**src/rtl/core/rsmp_pkg.sv**
```systemverilog
package rsmp_pkg;

	// Matrix dimension limits and derived widths.
	localparam int MAX_DIM = 8;
	localparam int DIM_W = 4;
	localparam int CNT_W = (MAX_DIM > 1) ? $clog2(MAX_DIM) : 1;
	localparam int IDX_W = CNT_W + DIM_W + 1;

	// Element stores: one word pair per entry, high share in the upper half.
	localparam int WORD_W = 64;
	localparam int PAIR_W = 2 * WORD_W;
	localparam int HALF_W = WORD_W / 2;
	localparam int STORE_DEPTH = 64;
	localparam int ADDR_W = 6;

	// Action codes of an input item.
	localparam logic [1:0] ACT_LOAD_A = 2'd0;
	localparam logic [1:0] ACT_LOAD_B = 2'd1;
	localparam logic [1:0] ACT_COMPUTE = 2'd2;

	// Configuration register indexes.
	localparam int REG_IDX_W = 2;
	localparam logic [REG_IDX_W-1:0] REG_ROWS_M = 2'd0;
	localparam logic [REG_IDX_W-1:0] REG_INNER_K = 2'd1;
	localparam logic [REG_IDX_W-1:0] REG_COLS_N = 2'd2;

	// Partial product steps of one term: a_lo*(b_lo+b_hi) then a_hi*b_lo.
	localparam int STEP_W = 3;
	localparam logic [STEP_W-1:0] STEP_P0_LL = 3'd0;
	localparam logic [STEP_W-1:0] STEP_P0_LH = 3'd1;
	localparam logic [STEP_W-1:0] STEP_P0_HL = 3'd2;
	localparam logic [STEP_W-1:0] STEP_P1_LL = 3'd3;
	localparam logic [STEP_W-1:0] STEP_P1_LH = 3'd4;
	localparam logic [STEP_W-1:0] STEP_P1_HL = 3'd5;
	localparam logic [STEP_W-1:0] STEP_LAST = STEP_P1_HL;

	// Control from the sequencer to the multiply-accumulate unit.
	typedef struct packed {
		logic                clear;
		logic                latch;
		logic                mul_en;
		logic [STEP_W-1:0]   step;
	} mac_ctrl_t;

	// A dimension register of zero acts as one, above MAX_DIM as MAX_DIM.
	function automatic logic [DIM_W-1:0] clamp_dim(input logic [DIM_W-1:0] v);
		logic [DIM_W-1:0] r;
		r = v;
		if (v == '0) begin
			r = DIM_W'(1);
		end else if (v > DIM_W'(MAX_DIM)) begin
			r = DIM_W'(MAX_DIM);
		end
		return r;
	endfunction

	// Row-major index row*dim+col, wrapped to the store depth.
	function automatic logic [ADDR_W-1:0] rm_index(input logic [CNT_W-1:0] row,
			input logic [DIM_W-1:0] dim, input logic [CNT_W-1:0] col);
		logic [IDX_W-1:0] p;
		p = IDX_W'(row) * IDX_W'(dim) + IDX_W'(col);
		return p[ADDR_W-1:0];
	endfunction

endpackage

```
**src/rtl/core/rsmp_mac.sv**
```systemverilog
module rsmp_mac (
	input  logic                            clk,
	input  logic                            arst_n,
	input  rsmp_pkg::mac_ctrl_t             ctrl,
	input  logic [rsmp_pkg::PAIR_W-1:0]     a_pair,
	input  logic [rsmp_pkg::PAIR_W-1:0]     b_pair,
	output logic [rsmp_pkg::WORD_W-1:0]     acc
);

	localparam int WW = rsmp_pkg::WORD_W;
	localparam int HW = rsmp_pkg::HALF_W;

	logic [WW-1:0] a_lo_q, a_hi_q, b_lo_q, b_sum_q;
	logic [HW-1:0] x_half, y_half;
	logic          shift_step;
	logic [WW-1:0] prod_s1;
	logic          prod_sh_s1;
	logic          prod_v_s1;
	logic [WW-1:0] acc_q;
	logic [WW-1:0] addend;

	// Operand latch; b_lo+b_hi folds two of the three products into one.
	always_ff @(posedge clk) begin
		if (ctrl.latch) begin
			a_lo_q  <= a_pair[WW-1:0];
			a_hi_q  <= a_pair[2*WW-1:WW];
			b_lo_q  <= b_pair[WW-1:0];
			b_sum_q <= b_pair[WW-1:0] + b_pair[2*WW-1:WW];
		end
	end

	// Operand halves for the low 64 bits of a 64 by 64 product.
	always_comb begin
		x_half = a_lo_q[HW-1:0];
		y_half = b_sum_q[HW-1:0];
		shift_step = 1'b0;
		case (ctrl.step)
			rsmp_pkg::STEP_P0_LL: begin
				x_half = a_lo_q[HW-1:0];
				y_half = b_sum_q[HW-1:0];
			end
			rsmp_pkg::STEP_P0_LH: begin
				x_half = a_lo_q[HW-1:0];
				y_half = b_sum_q[WW-1:HW];
				shift_step = 1'b1;
			end
			rsmp_pkg::STEP_P0_HL: begin
				x_half = a_lo_q[WW-1:HW];
				y_half = b_sum_q[HW-1:0];
				shift_step = 1'b1;
			end
			rsmp_pkg::STEP_P1_LL: begin
				x_half = a_hi_q[HW-1:0];
				y_half = b_lo_q[HW-1:0];
			end
			rsmp_pkg::STEP_P1_LH: begin
				x_half = a_hi_q[HW-1:0];
				y_half = b_lo_q[WW-1:HW];
				shift_step = 1'b1;
			end
			rsmp_pkg::STEP_P1_HL: begin
				x_half = a_hi_q[WW-1:HW];
				y_half = b_lo_q[HW-1:0];
				shift_step = 1'b1;
			end
			default: begin
				x_half = '0;
				y_half = '0;
			end
		endcase
	end

	// Shared 32 by 32 multiplier, registered before the accumulator.
	always_ff @(posedge clk) begin
		prod_s1    <= WW'(x_half) * WW'(y_half);
		prod_sh_s1 <= shift_step;
	end

	always_ff @(posedge clk or negedge arst_n) begin
		if (!arst_n) begin
			prod_v_s1 <= 1'b0;
		end else begin
			prod_v_s1 <= ctrl.mul_en;
		end
	end

	// Cross products land 32 bits up; their upper halves drop out mod 2^64.
	assign addend = prod_sh_s1 ? {prod_s1[HW-1:0], {HW{1'b0}}} : prod_s1;

	always_ff @(posedge clk) begin
		if (ctrl.clear) begin
			acc_q <= '0;
		end else if (prod_v_s1) begin
			acc_q <= acc_q + addend;
		end
	end

	assign acc = acc_q;

endmodule
```
**config.mk**
```make
export PLATFORM = sky130hd
export DESIGN_NAME = rsmp_mac
export DESIGN_NICKNAME = d
export VERILOG_FILES = /design/src/rtl/core/rsmp_pkg.sv /design/src/rtl/core/rsmp_mac.sv
export SDC_FILE = /design/constraint.sdc
export NUM_CORES = 2
export LEC_CHECK = 0
export BUFFER_PORTS_ARGS = -buffer_cell sky130_fd_sc_hd__buf_2
export CORE_UTILIZATION = 55
export DETAILED_ROUTE_END_ITERATION = 16
export GPL_TIMING_DRIVEN = 0
export PLACE_DENSITY = 0.73
export SLEW_MARGIN = 10
export SYNTH_ARGS = -nofsm -noshare
export SYNTH_HDL_FRONTEND = slang
export SYNTH_SLANG_ARGS = --single-unit
```
**constraint.sdc**
```tcl
create_clock -name clk -period 23.3 [get_ports clk]
set_input_delay 3.495 -clock clk [delete_from_list [all_inputs] [get_ports clk]]
set_output_delay 3.495 -clock clk [all_outputs]
set_load 0.02 [all_outputs]
```
==> results.py <==
metrics = {
    "outcome": {
        "outcome": "finished clean",
    },
    "worst_setup_path": {
        "worstPathArrival_ps": 15700,
        "crit_path_end_kind": "flip-flop",
        "critPathRequiredTime_ps": 23860,
        "crit_type": "input port to flip-flop",
        "slowest_stage": "buf_1",
        "crit_path_frequent_cell": "fa_1",
        "cp_slowest_stage_delay_ps": 860,
        "cp-start-kind": "input port",
        "path_max_fanout": 10,
    },
    "sta": {
        "worstMarginPinSlew_ps": 1480,
        "maxSlewViolCount": 0,
        "rsz0062_at_grt": "false",
        "finClkSkew_ps": 64.6,
        "finalHoldViolCount": 0,
        "maxSlewHeadroom_pct": 1.30,
        "fmax_mhz": 66.1,
        "min_period_over_period_pct": 65.0,
        "fin_setup_tns_ps": 0,
        "setup_viol": 0,
        "period_minus_slack_ps": 15140,
    },
    "clock_network": {
        "path_clk_slew_ps": 60,
        "post-cts-setup-buffers": 0,
        "cts_tree": "yes",
        "clock_latency_ps": 690,
        "cts-root-buf": "clkbuf_16",
        "clock_path_buffers": 3,
        "htreeDepth": 2,
        "clock-sinks": 386,
        "hold_buffers": 0,
        "cts_resized": 0,
        "cts-buffers-inserted": 47,
    },
    "yosys": {
        "syn_nets": 7297,
        "synth_cell_type_count": 87,
        "ys_ff_latch": 386,
        "synthTopCellsByArea": "fa_1, edfxtp_1, ha_1",
        "synthCells": 5746,
        "netlist_area_um2": 53400,
        "yosys_warnings": 0,
        "yosysSeqAreaShare_pct": 19.3,
        "synth_edf_count": 256,
        "synth_ff_type": "edfxtp_1",
        "synth_top_area_cell": "fa_1",
        "synthArstFlopShare_pct": 0.259,
        "avgSynthCellArea_um2": 9.29,
        "synth_top_area_share_pct": 33.7,
    },
    "placed_design": {
        "port_buffers": 324,
        "dp_hpwl_mm": 183,
        "place.gp.congestion": 1.11,
    },
    "floorplanning": {
        "core_um2": 95600,
        "rows": 113,
        "die_width_um": 314,
        "die_h_um": 314,
        "io_pins": 328,
        "dieArea_um2": 98300,
        "start_util_pct": 55.8,
    },
    "routing": {
        "drcViolationCount": 0,
        "dr_wl_met2_mm": 92.1,
        "drt_iter0_drc": 4745,
        "met1_length_mm": 81.1,
        "ant_nets": 0,
        "finalWirelength_mm": 218,
        "dr_total_vias": 45500,
        "topRoutingLayerUsed": "met5",
        "drtPass1Iterations": 6,
        "drt-vias-per-instance": 6.09,
        "avgRoutedWirePerCell_um": 29.2,
        "wl_met3_mm": 28.6,
    },
    "cells_and_area": {
        "nets": 7704,
        "area_growth_pct": 10.2,
        "fill_cells": 8501,
        "drive_gt1_share_pct": 8.99,
    },
    "grt": {
        "antenna_found_initial": 14,
        "grt_pass1_wl_mm": 313,
        "grt_overflow": 0,
        "grtUsageTotal_pct": 44.9,
        "grt_start_max_net_pins": 115,
        "grt_pass1_vias": 46000,
    },
    "job": {
        "maxCapViolCount": 0,
    },
    "worst_hold_path": {
        "hp-class": "flip-flop to flip-flop",
    },
}
-- layout make-up --
class / instances / area (um^2) / share of cell area, %
Clock buffer: 56 / 1270 / 2.16
Timing Repair Buffer: 358 / 1950 / 3.32
Sequential cell: 386 / 10300 / 17.5
Antenna cell: 13 / 32.5 / 0.0553
Buffer: 301 / 1190 / 2.03
Tap cell: 1265 / 1580 / 2.69
Inverter: 945 / 3550 / 6.03
Clock inverter: 28 / 342 / 0.581
Multi-Input combinational cell: 4114 / 38600 / 65.6
-- critical path, delay by kind of cell --
kind | cells | cell delay (ps)
multiplexers | 1 | 470
AND/OR/NAND/NOR | 2 | 330
buffers and inverters | 7 | 3360
adder cells (fa/ha/maj) | 9 | 4560
XOR/XNOR | 1 | 130
AO/OA/AOI/OAI | 9 | 3310
-- path summary, 6_finish.rpt --
check | startpoint | to | slack (ps) | cells past startpoint
max in group asynchronous | arst_n | prod_v_s1 | 20650 | 1
max reg2reg | a_lo_q[11] | prod_s1[56] | 12490 | 29
min reg2reg | acc[60] | acc[60] | 480 | 2
min | acc[60] | acc[60] | 480 | 2
min in group asynchronous | arst_n | prod_v_s1 | 2570 | 1
max | ctrl[0] | prod_s1[56] | 8160 | 29
-- synthesized netlist by cell type (79+ instances only) --
library cell and count:
a21o_1 88, a21oi_1 254, clkbuf_1 265, dfxtp_1 129
edfxtp_1 256, fa_1 898, ha_1 389, inv_1 944
mux2i_1 79, nand2_1 610, nor2_1 749, o21ai_0 153
xnor2_1 108
-- per-stage QoR --
step	area [um^2]	worst slack, ps	utilization [%]	cells	hold slack, ps
detailed placement	57100	7520	59.8	7366	472
CTS	58700	8170	61.5	7450	481
finish	58800	8160	61.5	7466	480
floorplan	53400	11130	-	5746	539
global placement	56600	7240	59.2	7335	464
global route	58800	8010	61.5	7460	522
-- flip-flops by register name, summed over array words and instances (netlist names) --
signal      cells
prod_v_s1       1
prod_s1        64
a_hi_q         64
acc            64
b_sum_q        64
b_lo_q         64
prod_sh_s1      1
a_lo_q         64
-- layout by cell type (no fill, tap or decap), drive strengths merged, types with 32 or more instances in the layout --
cell	synthesis	layout
nor2b	75	75
a21oi	257	257
nand3	32	32
nor2	749	749
nand4	52	52
a221oi	45	45
a221o	44	44
xor2	74	74
buf	32	390
mux2	33	33
o21ai	165	165
xnor2	108	108
fa	898	898
edfxtp	256	256
a21o	91	91
inv	945	949
mux2i	79	79
dfxtp	129	129
o21bai	37	37
clkbuf	268	324
ha	389	389
nand2	611	611
-- cell families (layout without fill, tap and decap cells) --
| group | after synthesis | count (layout) | synth area share, % |
|---|---|---|---|
| and+or+nand+nor | 1684 | 1684 | 13.4 |
| adders and majority gates | 1287 | 1287 | 42.8 |
| buffers and inverters | 1246 | 1688 | 8.88 |
| AOI/OAI and AO/OA | 849 | 849 | 10.5 |
| DFF | 386 | 386 | 19.3 |
| xor gates and xnor gates | 182 | 182 | 2.99 |
| muxes | 112 | 112 | 2.18 |
| other | 0 | 13 | 0 |
-- routing by layer --
layer / GRT usage [%] / up-vias
met1: 56.2 / 22600
met3: 17.2 / 664
met4: 27.0 / 12
met5: 0 / -
li1: - / 19300
met2: 65.9 / 2917
Power is left out: the tool's default activity adds up to more than one toggle a clock period on the data nets, which glitch-free logic cannot reach.
